===== config.mk =====
export PLATFORM = sky130hd
export DESIGN_NAME = tlbc_queue
export DESIGN_NICKNAME = d
export VERILOG_FILES = /design/src/tlbc_pkg.sv /design/src/tlbc_queue.sv
export SDC_FILE = /design/constraint.sdc
export NUM_CORES = 1
export LEC_CHECK = 0
export BUFFER_PORTS_ARGS = -buffer_cell sky130_fd_sc_hd__buf_4
export CORE_MARGIN = 2
export CORE_UTILIZATION = 52
export CTS_CLUSTER_DIAMETER = 200
export DETAILED_ROUTE_END_ITERATION = 7
export PLACE_DENSITY = 0.87
export RECOVER_POWER = 100
export SYNTH_ARGS = -nofsm -noshare
export SYNTH_HDL_FRONTEND = slang
export SYNTH_SLANG_ARGS = --single-unit

===== constraint.sdc =====
create_clock -name i_clk -period 3 [get_ports i_clk]
set_input_delay 0.15 -clock i_clk [delete_from_list [all_inputs] [get_ports i_clk]]
set_output_delay 0.15 -clock i_clk [all_outputs]
set_load 0.01 [all_outputs]

===== src/tlbc_pkg.sv =====
// Shared types and constants for the TLB and direct-mapped cache access path.
// Used by the front, queue, back and top-level modules.
`timescale 1ns / 1ps
`default_nettype none
package tlbc_pkg;

    localparam int QUEUE_DEPTH = 2;
    localparam logic [1:0] MODE_TLB_ONLY = 2'd0;
    localparam logic [1:0] MODE_CACHE_ONLY = 2'd1;
    localparam logic [1:0] MODE_TLB_THEN_CACHE = 2'd2;
    localparam logic [2:0] REG_HIERARCHY_MODE = 3'd0;
    localparam logic [2:0] REG_LARGE_PAGES = 3'd1;
    localparam logic [2:0] REG_TLB_SIXTEEN = 3'd2;
    localparam logic [2:0] REG_CACHE_LARGE = 3'd3;
    localparam logic [2:0] REG_BLOCK_SIXTYFOUR = 3'd4;
    localparam logic [23:0] SMALL_PAGE_MASK = 24'hFFF0FF;
    localparam logic [23:0] LARGE_PAGE_MASK = 24'h0FFF0F;

    typedef struct packed {
        logic [1:0] hierarchy_mode;
        logic       large_pages;
        logic       tlb_sixteen;
        logic       cache_large;
        logic       block_sixtyfour;
    } t_cfg;

    typedef struct packed {
        logic        tlb_checked;
        logic        tlb_hit;
        logic        cache_checked;
        logic        page_walk;
        logic [31:0] physical_address;
    } t_job;

endpackage
`default_nettype wire


===== src/tlbc_queue.sv =====
// Short item queue between the TLB front end and the cache back end.
// Uses tlbc_pkg for the item type and depth.
`timescale 1ns / 1ps
`default_nettype none
module tlbc_queue (
    input  wire               i_clk,
    input  wire               i_rst_n,
    input  wire               i_push,
    input  tlbc_pkg::t_job    i_job,
    output logic              o_full,
    input  wire               i_pop,
    output tlbc_pkg::t_job    o_head,
    output logic              o_empty
);
    import tlbc_pkg::*;

    localparam int PW = $clog2(QUEUE_DEPTH);

    t_job            r_mem [QUEUE_DEPTH];
    logic [PW-1:0]   r_wp;
    logic [PW-1:0]   r_rp;
    logic [PW:0]     r_cnt;

    assign o_full = (r_cnt == (PW + 1)'(QUEUE_DEPTH));
    assign o_empty = (r_cnt == '0);
    assign o_head = r_mem[r_rp];

    always_ff @(posedge i_clk) begin
        if (i_push) begin
            r_mem[r_wp] <= i_job;
        end
    end

    always_ff @(posedge i_clk) begin
        if (!i_rst_n) begin
            r_wp <= '0;
            r_rp <= '0;
            r_cnt <= '0;
        end else begin
            if (i_push) begin
                r_wp <= r_wp + 1'b1;
            end
            if (i_pop) begin
                r_rp <= r_rp + 1'b1;
            end
            r_cnt <= r_cnt + (PW + 1)'(i_push) - (PW + 1)'(i_pop);
        end
    end

endmodule
`default_nettype wire


==> run_results.csv <==
group,metric,value,unit
timing,slew_headroom,-0.240,
final_layout,fin_area,0.00393,mm^2
clocking,clkLatencyLatePin,0.33,ns
route,routed_via_density,4.80,
power,clkPwrFrac,0.282,
clocking,cts_setup_buffers,0,
yosys,synthSimpleGateAreaFrac,0.0181,
yosys,synth_fa_ha_area_frac,0.00841,
yosys,syn_inst,133,
timing,worst_pin_slew,1.85,ns
global_routing,grt_pass1_wl,8.11,mm
yosys,synthMuxAreaShare,0.174,
die,die_area,0.00635,mm^2
final_layout,diodes,0,
final_layout,final_nets,295,
worst_setup_path,startpoint_type,"register",
timing,slew_viol_final,75,
yosys,seq_area_frac_synth,0.760,
yosys,synthXorXnorAreaFrac,0.0105,
timing,fmax,467,MHz
power,intPower,0.00171,W
yosys,syn-num-nets,175,
worst_setup_path,critPathLaunch,"r_wp$_SDFFE_PN0P_",
die,ios,78,
route,antenna_left,0,
global_routing,grt_use_met2,0.331,
clocking,cts_tree,"built",
worst_setup_path,slowest_stage,"nor2b_2",
power,ir_drop,345,uV
timing,setup_viol,0,
clocking,cts_htree_levels,3,
global_routing,grtUsageMet3,0.0385,
min_path,hp-start,"i_rst_n",
route,wl,5.38,mm
clocking,cts.sinks,77,
timing,fin_crit_sh,0.713,
timing,period_minus_slack,2.14,ns
global_routing,grt.busiest_layer,"met2",
final_layout,ff_latch_area,0.00226,mm^2
route,wl_per_cell,16.3,um
global_routing,overflow,0,
die,die_h,79.7,um
worst_setup_path,cp_top_family,"simple AND/OR/NAND/NOR gates",
worst_setup_path,cp_cell_sequence,"nor2b_2",
route,dr_total_vias,1579,
yosys,synth_top_family_by_area,"multiplexers",
final_layout,area_delta_synth_final,32.0,%
final_layout,multi_input_area,537,um^2
global_routing,track_usage,0.181,
power,swShare,0.224,
worst_setup_path,path_buf_inv,0,
power,leakage,1.48,nW
global_routing,grt_max_degree,38,
global_routing,antenna_found_initial,0,
power,switchingPower,0.000493,W
place,port-buffer-count,77,
yosys,ys_ff_latch,77,
timing,tns,0,ns
clocking,cts_inserted_buffers,9,
worst_setup_path,path_class,"register to register",
place,gp_congestion,0.685,
clocking,cts_buffer_depth,2,
timing,hold_violations,0,
clocking,cts_root_buffer,"clkbuf_8",
power,power_frac_comb,0.143,
yosys,synth_compound_area_frac,0.00252,
timing,clock_skew,0.00591,ns
worst_setup_path,worst_r2r_path_depth,1,
die,coreArea,0.00551,mm^2
yosys,synth_cell_types,14,
route,firstDrtPassIters,4,
yosys,syn_area_per_cell,22.4,um^2
place,place_area,0.00360,mm^2
route,drc,0,
route,drt_iter0_drc,81,
timing,holdWs,0.0549,ns
timing,rsz0062_at_grt,"false",
run,maxCapViolCount,2,
power,power_frac_seq,0.575,
clocking,clk_pin_slew,0.07,ns
power,powerDensity,561,mW/mm^2
worst_setup_path,critPathMaxStageDelay,1.38,ns
place,pre_cts_slack,1.43,ns
yosys,ys.warnings.count,0,
final_layout,drive_gt1_frac,0.335,
yosys,syn_area,0.00298,mm^2
status,violations,"max-capacitance violations, max-slew violations",
global_routing,grt_pass1_vias,1672,
min_path,holdPathStages,2,
worst_setup_path,reg2reg_from,"r_wp$_SDFFE_PN0P_",
die,die_width,79.7,um
timing,setup_slack,0.860,ns
worst_setup_path,end_kind,"register",
status,outcome,"finished with violations",
worst_setup_path,cp_max_fo,37,
worst_setup_path,cp.arrival,2.06,ns
global_routing,use_met1,0.191,
place,dp_hpwl,3.51,mm
worst_setup_path,cp.depth,1,
die,initial_core_util,0.541,
min_path,hp-class,"input pin to register",
die,num_rows,27,
final_layout,n_fill_cell,391,
final_layout,utilization,0.714,
worst_setup_path,cp.required,2.92,ns
-- path summary, 6_finish.rpt --
path | endpoint | slack (ns)
setup / recovery | r_mem[0][30]$_DFFE_PP_ | 0.86
hold / removal | r_wp$_SDFFE_PN0P_ | 0.05
setup reg to reg | r_mem[0][30]$_DFFE_PP_ | 0.86
hold reg to reg | register | 0.58
-- routing by layer --
layer | wire [um] | vias up
met5 | 0 | -
met4 | 140 | 0
met2 | 2930 | 55
li1 | - | 751
met1 | 2090 | 761
met3 | 219 | 12
-- power by group through the flow --
stage | Clock, W | Combinational, W | Sequential (W)
final | 0.000621 | 0.000316 | 0.00127
after floorplan | 0 | 0.000204 | 0.00128
after global placement | 0 | 0.000328 | 0.00129
after CTS | 0.000628 | 0.000374 | 0.00127
after global routing | 0.000680 | 0.000343 | 0.00127
after detailed placement | 0 | 0.000338 | 0.00129
-- cell usage after synthesis --
cell | instances | share of area
nor2b_1 | 4 | 0.0084
edfxtp_1 | 72 | 0.73
dfxtp_1 | 5 | 0.034
buf_12 | 3 | 0.020
inv_1 | 2 | 0.0025
mux2_4 | 30 | 0.15
and2_1 | 4 | 0.0084
buf_6 | 1 | 0.0038
ha_1 | 2 | 0.0084
xor2_1 | 1 | 0.0029
nor2_1 | 1 | 0.0013
mux2_2 | 6 | 0.023
o21a_1 | 1 | 0.0025
xnor3_1 | 1 | 0.0076
-- sequential cells by signal, indices dropped and copies added, names as in the netlist, named ones only --
register / cells
r_cnt: 2
r_wp: 1
r_mem: 72
r_rp: 1
-- timing repair --
action | in CTS | in global routing
hold buffers | 33 | 1
resized for setup | 0 | 0
endpoints found under the hold margin | 64 | 1
-- metrics by stage --
step	cells	total power (W)
global placement	280	0.00162
finish	329	0.00220
CTS	328	0.00227
floorplan	133	0.00148
detailed placement	280	0.00163
global route	329	0.00229
-- area by class of cell --
class | instances | share of cell area
clock buffers | 12 | 0.0344
clock inverters | 3 | 0.00350
flip-flops and latches | 77 | 0.576
multi-input cells | 50 | 0.137
well taps | 72 | 0.0229
repair buffers | 113 | 0.225
inverters | 2 | 0.00191
-- cell families (layout without fill, tap and decap cells) --
kind of cell / after synthesis / in the layout
adder cells (fa/ha/maj): 2 / 2
AND/OR/NAND/NOR: 9 / 9
multiplexers: 36 / 36
XOR/XNOR: 2 / 2
AO/OA/AOI/OAI: 1 / 1
buffers and inverters: 6 / 130
flip-flops: 77 / 77
-- layout by cell type, fill, tap and decap left out, types with 2 or more instances in the layout --
master,n
and2_0,2
and2_1,2
buf_4,36
clkbuf_1,16
clkbuf_4,30
clkbuf_8,9
clkinv_2,2
dfxtp_1,5
dlygate4sd3_1,34
edfxtp_1,72
ha_1,2
inv_1,2
mux2_1,28
mux2_2,5
mux2_4,3
nor2b_1,3
Power figures use the tool's default switching activity.
