$ cat src/tlbc_pkg.sv
// Shared types and constants for the TLB and direct-mapped cache access path.
// Used by the front, queue, back and top-level modules.
`timescale 1ns / 1ps
`default_nettype none
package tlbc_pkg;

    localparam int QUEUE_DEPTH = 2;
    localparam logic [1:0] MODE_TLB_ONLY = 2'd0;
    localparam logic [1:0] MODE_CACHE_ONLY = 2'd1;
    localparam logic [1:0] MODE_TLB_THEN_CACHE = 2'd2;
    localparam logic [2:0] REG_HIERARCHY_MODE = 3'd0;
    localparam logic [2:0] REG_LARGE_PAGES = 3'd1;
    localparam logic [2:0] REG_TLB_SIXTEEN = 3'd2;
    localparam logic [2:0] REG_CACHE_LARGE = 3'd3;
    localparam logic [2:0] REG_BLOCK_SIXTYFOUR = 3'd4;
    localparam logic [23:0] SMALL_PAGE_MASK = 24'hFFF0FF;
    localparam logic [23:0] LARGE_PAGE_MASK = 24'h0FFF0F;

    typedef struct packed {
        logic [1:0] hierarchy_mode;
        logic       large_pages;
        logic       tlb_sixteen;
        logic       cache_large;
        logic       block_sixtyfour;
    } t_cfg;

    typedef struct packed {
        logic        tlb_checked;
        logic        tlb_hit;
        logic        cache_checked;
        logic        page_walk;
        logic [31:0] physical_address;
    } t_job;

endpackage
`default_nettype wire

$ cat src/tlbc_front.sv
// Front end: accepts an access, looks it up in the fully associative TLB with
// true-LRU replacement and pushes the translated item into the queue. Uses tlbc_pkg.
`timescale 1ns / 1ps
`default_nettype none
module tlbc_front #(
    parameter int TLB_MAX_ENTRIES = 16
) (
    input  wire               i_clk,
    input  wire               i_rst_n,
    input  tlbc_pkg::t_cfg    i_cfg,
    input  wire               i_start,
    input  wire               i_is_data,
    input  wire  [31:0]       i_virtual_address,
    output logic              o_busy,
    input  wire               i_queue_full,
    output logic              o_push,
    output tlbc_pkg::t_job    o_job
);
    import tlbc_pkg::*;

    localparam int TIW = $clog2(TLB_MAX_ENTRIES);
    localparam int AW = TIW + 1;

    typedef enum logic {S_IDLE, S_LOOK} t_state;

    t_state               r_state;
    logic [31:0]          r_va;
    logic                 r_is_data;
    logic                 r_valid [TLB_MAX_ENTRIES];
    logic [23:0]          r_tag   [TLB_MAX_ENTRIES];
    logic [23:0]          r_frame [TLB_MAX_ENTRIES];
    logic [TIW-1:0]       r_rank  [TLB_MAX_ENTRIES];

    logic [AW-1:0]        active;
    logic [23:0]          vpn;
    logic [23:0]          frame_new;
    logic [23:0]          ppn;
    logic                 use_tlb;
    logic                 hit;
    logic [TIW-1:0]       hit_idx;
    logic [TIW-1:0]       vic_idx;
    logic [TIW-1:0]       slot;
    logic [TIW-1:0]       slot_rank;
    logic [TLB_MAX_ENTRIES-1:0] match;
    logic [TLB_MAX_ENTRIES-1:0] vic;
    logic                 fire;

    always_comb begin
        active = i_cfg.tlb_sixteen ? AW'(TLB_MAX_ENTRIES) : AW'(8);
        vpn = i_cfg.large_pages ? {4'b0, r_va[31:12]} : r_va[31:8];
        frame_new = ~vpn & (i_cfg.large_pages ? LARGE_PAGE_MASK : SMALL_PAGE_MASK);
        use_tlb = (i_cfg.hierarchy_mode != MODE_CACHE_ONLY);
        for (int i = 0; i < TLB_MAX_ENTRIES; i++) begin
            match[i] = r_valid[i] && (r_tag[i] == vpn) && (AW'(i) < active);
            vic[i] = (AW'(i) < active);
            for (int j = 0; j < TLB_MAX_ENTRIES; j++) begin
                if (AW'(j) < active) begin
                    if (j < i && !(r_rank[j] > r_rank[i])) begin
                        vic[i] = 1'b0;
                    end
                    if (j > i && !(r_rank[j] >= r_rank[i])) begin
                        vic[i] = 1'b0;
                    end
                end
            end
        end
        hit = |match;
        hit_idx = '0;
        vic_idx = '0;
        for (int i = TLB_MAX_ENTRIES - 1; i >= 0; i--) begin
            if (match[i]) begin
                hit_idx = TIW'(i);
            end
            if (vic[i]) begin
                vic_idx = TIW'(i);
            end
        end
        slot = hit ? hit_idx : vic_idx;
        slot_rank = r_rank[slot];
        ppn = (use_tlb && hit) ? r_frame[hit_idx] : frame_new;
        fire = (r_state == S_LOOK) && !i_queue_full;
        o_push = fire;
        o_job.tlb_checked = use_tlb;
        o_job.tlb_hit = use_tlb && hit;
        o_job.cache_checked = (i_cfg.hierarchy_mode != MODE_TLB_ONLY);
        o_job.page_walk = !use_tlb || !hit;
        o_job.physical_address = i_cfg.large_pages ? {ppn[19:0], r_va[11:0]}
                                                   : {ppn, r_va[7:0]};
        o_busy = (r_state != S_IDLE) || r_is_data && 1'b0;
    end

    always_ff @(posedge i_clk) begin
        if (!i_rst_n) begin
            r_state <= S_IDLE;
            for (int i = 0; i < TLB_MAX_ENTRIES; i++) begin
                r_valid[i] <= 1'b0;
                r_rank[i] <= TIW'(i);
            end
        end else begin
            case (r_state)
                S_IDLE: begin
                    if (i_start) begin
                        r_va <= i_virtual_address;
                        r_is_data <= i_is_data;
                        r_state <= S_LOOK;
                    end
                end
                S_LOOK: begin
                    if (fire) begin
                        r_state <= S_IDLE;
                        if (use_tlb) begin
                            if (!hit) begin
                                r_valid[slot] <= 1'b1;
                                r_tag[slot] <= vpn;
                                r_frame[slot] <= frame_new;
                            end
                            for (int i = 0; i < TLB_MAX_ENTRIES; i++) begin
                                if (AW'(i) < active && r_rank[i] > slot_rank) begin
                                    r_rank[i] <= r_rank[i] - 1'b1;
                                end
                            end
                            r_rank[slot] <= TIW'(active - 1'b1);
                        end
                    end
                end
                default: r_state <= S_IDLE;
            endcase
        end
    end

endmodule
`default_nettype wire

$ cat config.mk
export PLATFORM = sky130hd
export DESIGN_NAME = tlbc_front
export DESIGN_NICKNAME = d
export VERILOG_FILES = /design/src/tlbc_pkg.sv /design/src/tlbc_front.sv
export SDC_FILE = /design/constraint.sdc
export NUM_CORES = 2
export LEC_CHECK = 0
export BUFFER_PORTS_ARGS = -buffer_cell sky130_fd_sc_hd__buf_2
export CORE_ASPECT_RATIO = 1.25
export CORE_MARGIN = 3
export CORE_UTILIZATION = 30
export DETAILED_ROUTE_END_ITERATION = 7
export GPL_ROUTABILITY_DRIVEN = 0
export HOLD_SLACK_MARGIN = 0.02
export PLACE_DENSITY_LB_ADDON = 0.08
export SLEW_MARGIN = 15
export SYNTH_ARGS = -nofsm -noshare
export SYNTH_HDL_FRONTEND = slang
export SYNTH_SLANG_ARGS = --single-unit
$ cat constraint.sdc
create_clock -name i_clk -period 14.4 [get_ports i_clk]
set_clock_uncertainty 0.2 [all_clocks]
set_input_delay 2.16 -clock i_clk [delete_from_list [all_inputs] [get_ports i_clk]]
set_output_delay 2.16 -clock i_clk [all_outputs]
set_load 0.03 [all_outputs]
==> flow_summary_export.csv <==
group,metric,value,unit
worst_setup_path,cp_data_arrival_time,9670,ps
synthesis,netlist_area,0.0550,mm2
routing,wl_per_cell,32.4,um
sta,fmax,0.0832,GHz
routing,dr.pass1.iters,6,
worst_setup_path,critPathKind,"in -> out",
sta,setup_tns,0,ps
clock_network,post_cts_resized,0,
power,comb_power_share,0.132,
clock_network,h-tree-depth,3,
sta,fin_crit_sh,0.835,
worst_setup_path,reg2reg_slack,4750,ps
die,io_pins,81,
cells_and_area,final_cell_mix,"edfxtp_1, ha_1, xnor2_1, nand2_1, a21oi_1",
routing,ant_nets,0,
routing,dr_total_vias,42800,
grt,grt_pass1_vias,42000,
clock_network,cts_buffers,103,
grt,grt_pass1_wl,336,mm
synthesis,ys_seq_elements,881,
grt,grtUsageMet2,0.438,
run_status,status,"complete, no violations",
synthesis,ys_warn_count,0,
grt,grt_max_degree,72,
synthesis,yosys.cell_types.count,107,
grt,antenna_found_initial,7,
place,hpwl,167,mm
die,die_h,485,um
worst_setup_path,cp_max_fo,71,
routing,drtIter0Drc,3680,
cells_and_area,multi_input_area,0.0273,mm2
grt,top_usage_layer,"met2",
worst_setup_path,reg2reg_to,"r_rank[1][3]",
worst_setup_path,setup.worst_path.end_class,"primary output",
clock_network,clock-sinks,881,
power,ir_drop,0.0948,mV
clock_network,clockRootBuffer,"clkbuf_16",
synthesis,synthFlopType,"edfxtp_1",
grt,grt_use_total,0.252,
grt,overflow,0,
worst_setup_path,r2r_start,"r_va[23]",
worst_hold_path,holdPathStages,1,
synthesis,synth_edf_count,864,
sta,hold_viol_final,0,
sta,setup_slack,2370,ps
power,swShare,0.275,
routing,via_per_inst,5.70,
place,place_inst,7300,
sta,fin_crit,12030,ps
sta,rsz0062_at_grt,"no",
sta,setup_violations,0,
synthesis,synthesis.nets,5405,
sta,drv_slew,0,
worst_setup_path,rr_worst_depth,25,
synthesis,postSynth.asyncResetShare,0,
grt,grtUsageMet3,0.0250,
power,p_per_area,104,mW/mm2
sta,relSlewSlack,0.155,
job,cap_violations,0,
die,initial_core_util,0.302,
clock_network,cts.clk_slew.worst_paths,60,ps
die,die_x,389,um
routing,routed_wl,243,mm
synthesis,syn_avg_cell_area,11.4,um2
routing,drc,0,
cells_and_area,seqCellArea,0.0263,mm2
clock_network,clock_latency,760,ps
die,core,0.182,mm2
die,rows,175,
cells_and_area,utilization,0.346,
worst_setup_path,crit_path_start_kind,"input pin",
worst_setup_path,crit_start,"i_cfg[3]",
synthesis,ys_seq_area_frac,0.478,
synthesis,synthCells,4802,
power,intPower,4.76,mW
clock_network,cts_setup_buffers,0,
sta,worst_hold_slack,253,ps
place,place_ws,2370,ps
worst_hold_path,hp-class,"reg -> reg",
cells_and_area,drive_gt1_frac,0.110,
sta,tightest_slew,1270,ps
cells_and_area,fill_cells,18000,
cells_and_area,layout_commonest_cell,"edfxtp_1",
clock_network,postCtsHoldBufs,0,
cells_and_area,fin_nets,5619,
cells_and_area,stdcell_count,7497,
power,power_frac_seq,0.437,
power,p_leak,23.3,nW
grt,grtUsageMet1,0.316,
worst_hold_path,hp-start,"r_valid[1]",
die,die_area,0.188,mm2
cells_and_area,syn_to_final_growth,14.7,%
power,p_switching,1.81,mW
power,clkPwrFrac,0.432,
worst_hold_path,hold_path_end,"r_valid[1]",
clock_network,clockBufferDepth,3,
worst_setup_path,cp.required,12040,ps
place,port_buffers,77,
clock_network,cts_tree,"yes",
-- state kept, by name, indices dropped and copies added (netlist names) --
name,cells
r_va,32
r_tag,384
r_valid,16
r_frame,384
o_busy,1
r_rank,64
-- synthesized netlist by cell type, types with 24 or more instances --
cell type / n / area (um2)
nor2_1: 182 / 683
nand4_1: 107 / 669
mux2i_1: 171 / 1710
o21ai_0: 168 / 841
xor2_1: 42 / 368
inv_1: 204 / 766
o21a_1: 40 / 300
o2111ai_1: 24 / 210
or4_1: 39 / 293
a211oi_1: 41 / 308
o22ai_1: 46 / 288
a2111oi_0: 36 / 315
o211ai_1: 63 / 473
nor3_1: 147 / 736
a21oi_1: 274 / 1370
buf_4: 31 / 233
buf_2: 62 / 310
o221ai_1: 24 / 210
and4_1: 37 / 324
ha_1: 560 / 7010
a22oi_1: 25 / 188
xnor2_1: 323 / 2830
nor2b_1: 115 / 719
a21o_1: 51 / 383
edfxtp_1: 864 / 25900
nand3_1: 89 / 445
a221oi_1: 38 / 333
nand2_1: 305 / 1140
nor4_1: 128 / 801
nand2b_1: 73 / 457
clkbuf_1: 49 / 184
-- worst max path at each step --
stage                 to  slack [ps]  cells after the start
2_1_floorplan  o_job[28]        5430                     17
3_3_place_gp   o_job[15]        2410                     17
3_5_place_dp   o_job[15]        2370                     17
4_1_cts        o_job[15]        2360                     17
5_1_grt        o_job[28]        2160                     18
6_report       o_job[15]        2370                     17
-- power groups by stage --
stage	Clock [mW]	Sequential (mW)	Combinational, mW
4_1_cts	2.90	2.87	0.862
3_5_place_dp	0	2.92	0.859
5_1_grt	3.00	2.87	0.940
2_1_floorplan	0	2.92	0.490
3_3_place_gp	0	2.92	0.842
6_report	2.84	2.87	0.865
-- layer usage --
metal	up-vias	part of all wire
li1	19100	-
met1	21700	0.41
met2	1485	0.49
met3	435	0.046
met4	0	0.050
met5	-	0
-- metrics by stage --
stage	instance area (um2)	total power, mW
2_1_floorplan	55000	3.41
3_3_place_gp	59400	3.77
3_5_place_dp	59400	3.78
4_1_cts	63000	6.63
5_1_grt	63000	6.81
6_report	63000	6.57
-- worst max-delay path: stages --
cell,delay (ps)
buf_8,330
buf_12,440
mux2i_4,980
xnor2_1,230
nor4_1,320
nand4_1,180
a2111oi_2,810
o211ai_1,340
a2111oi_4,720
buf_4,370
or2_1,600
buf_4,430
o221ai_1,190
a21oi_1,180
nor4b_2,700
a21o_1,280
buf_2,220
-- layout make-up --
type / count / area share
Tap cell: 2389 / 0.0474
Timing Repair Buffer: 286 / 0.0320
Multi-Input combinational cell: 3535 / 0.433
Clock inverter: 71 / 0.0151
Sequential cell: 881 / 0.417
Clock buffer: 122 / 0.0424
Antenna cell: 4 / 0.000159
Inverter: 209 / 0.0125
-- cell families (layout without fill, tap and decap cells) --
family / count (synthesis) / in the layout / share of synthesized area
and+or+nand+nor: 1391 / 1391 / 0.138
AOI/OAI and AO/OA: 1022 / 1022 / 0.127
DFF: 881 / 881 / 0.478
adders and majority gates: 560 / 560 / 0.128
buffers and inverters: 386 / 688 / 0.0324
xor gates and xnor gates: 365 / 365 / 0.0582
muxes: 197 / 197 / 0.0378
other: 0 / 4 / 0
Note: power is estimated with default switching activity, not from simulation.
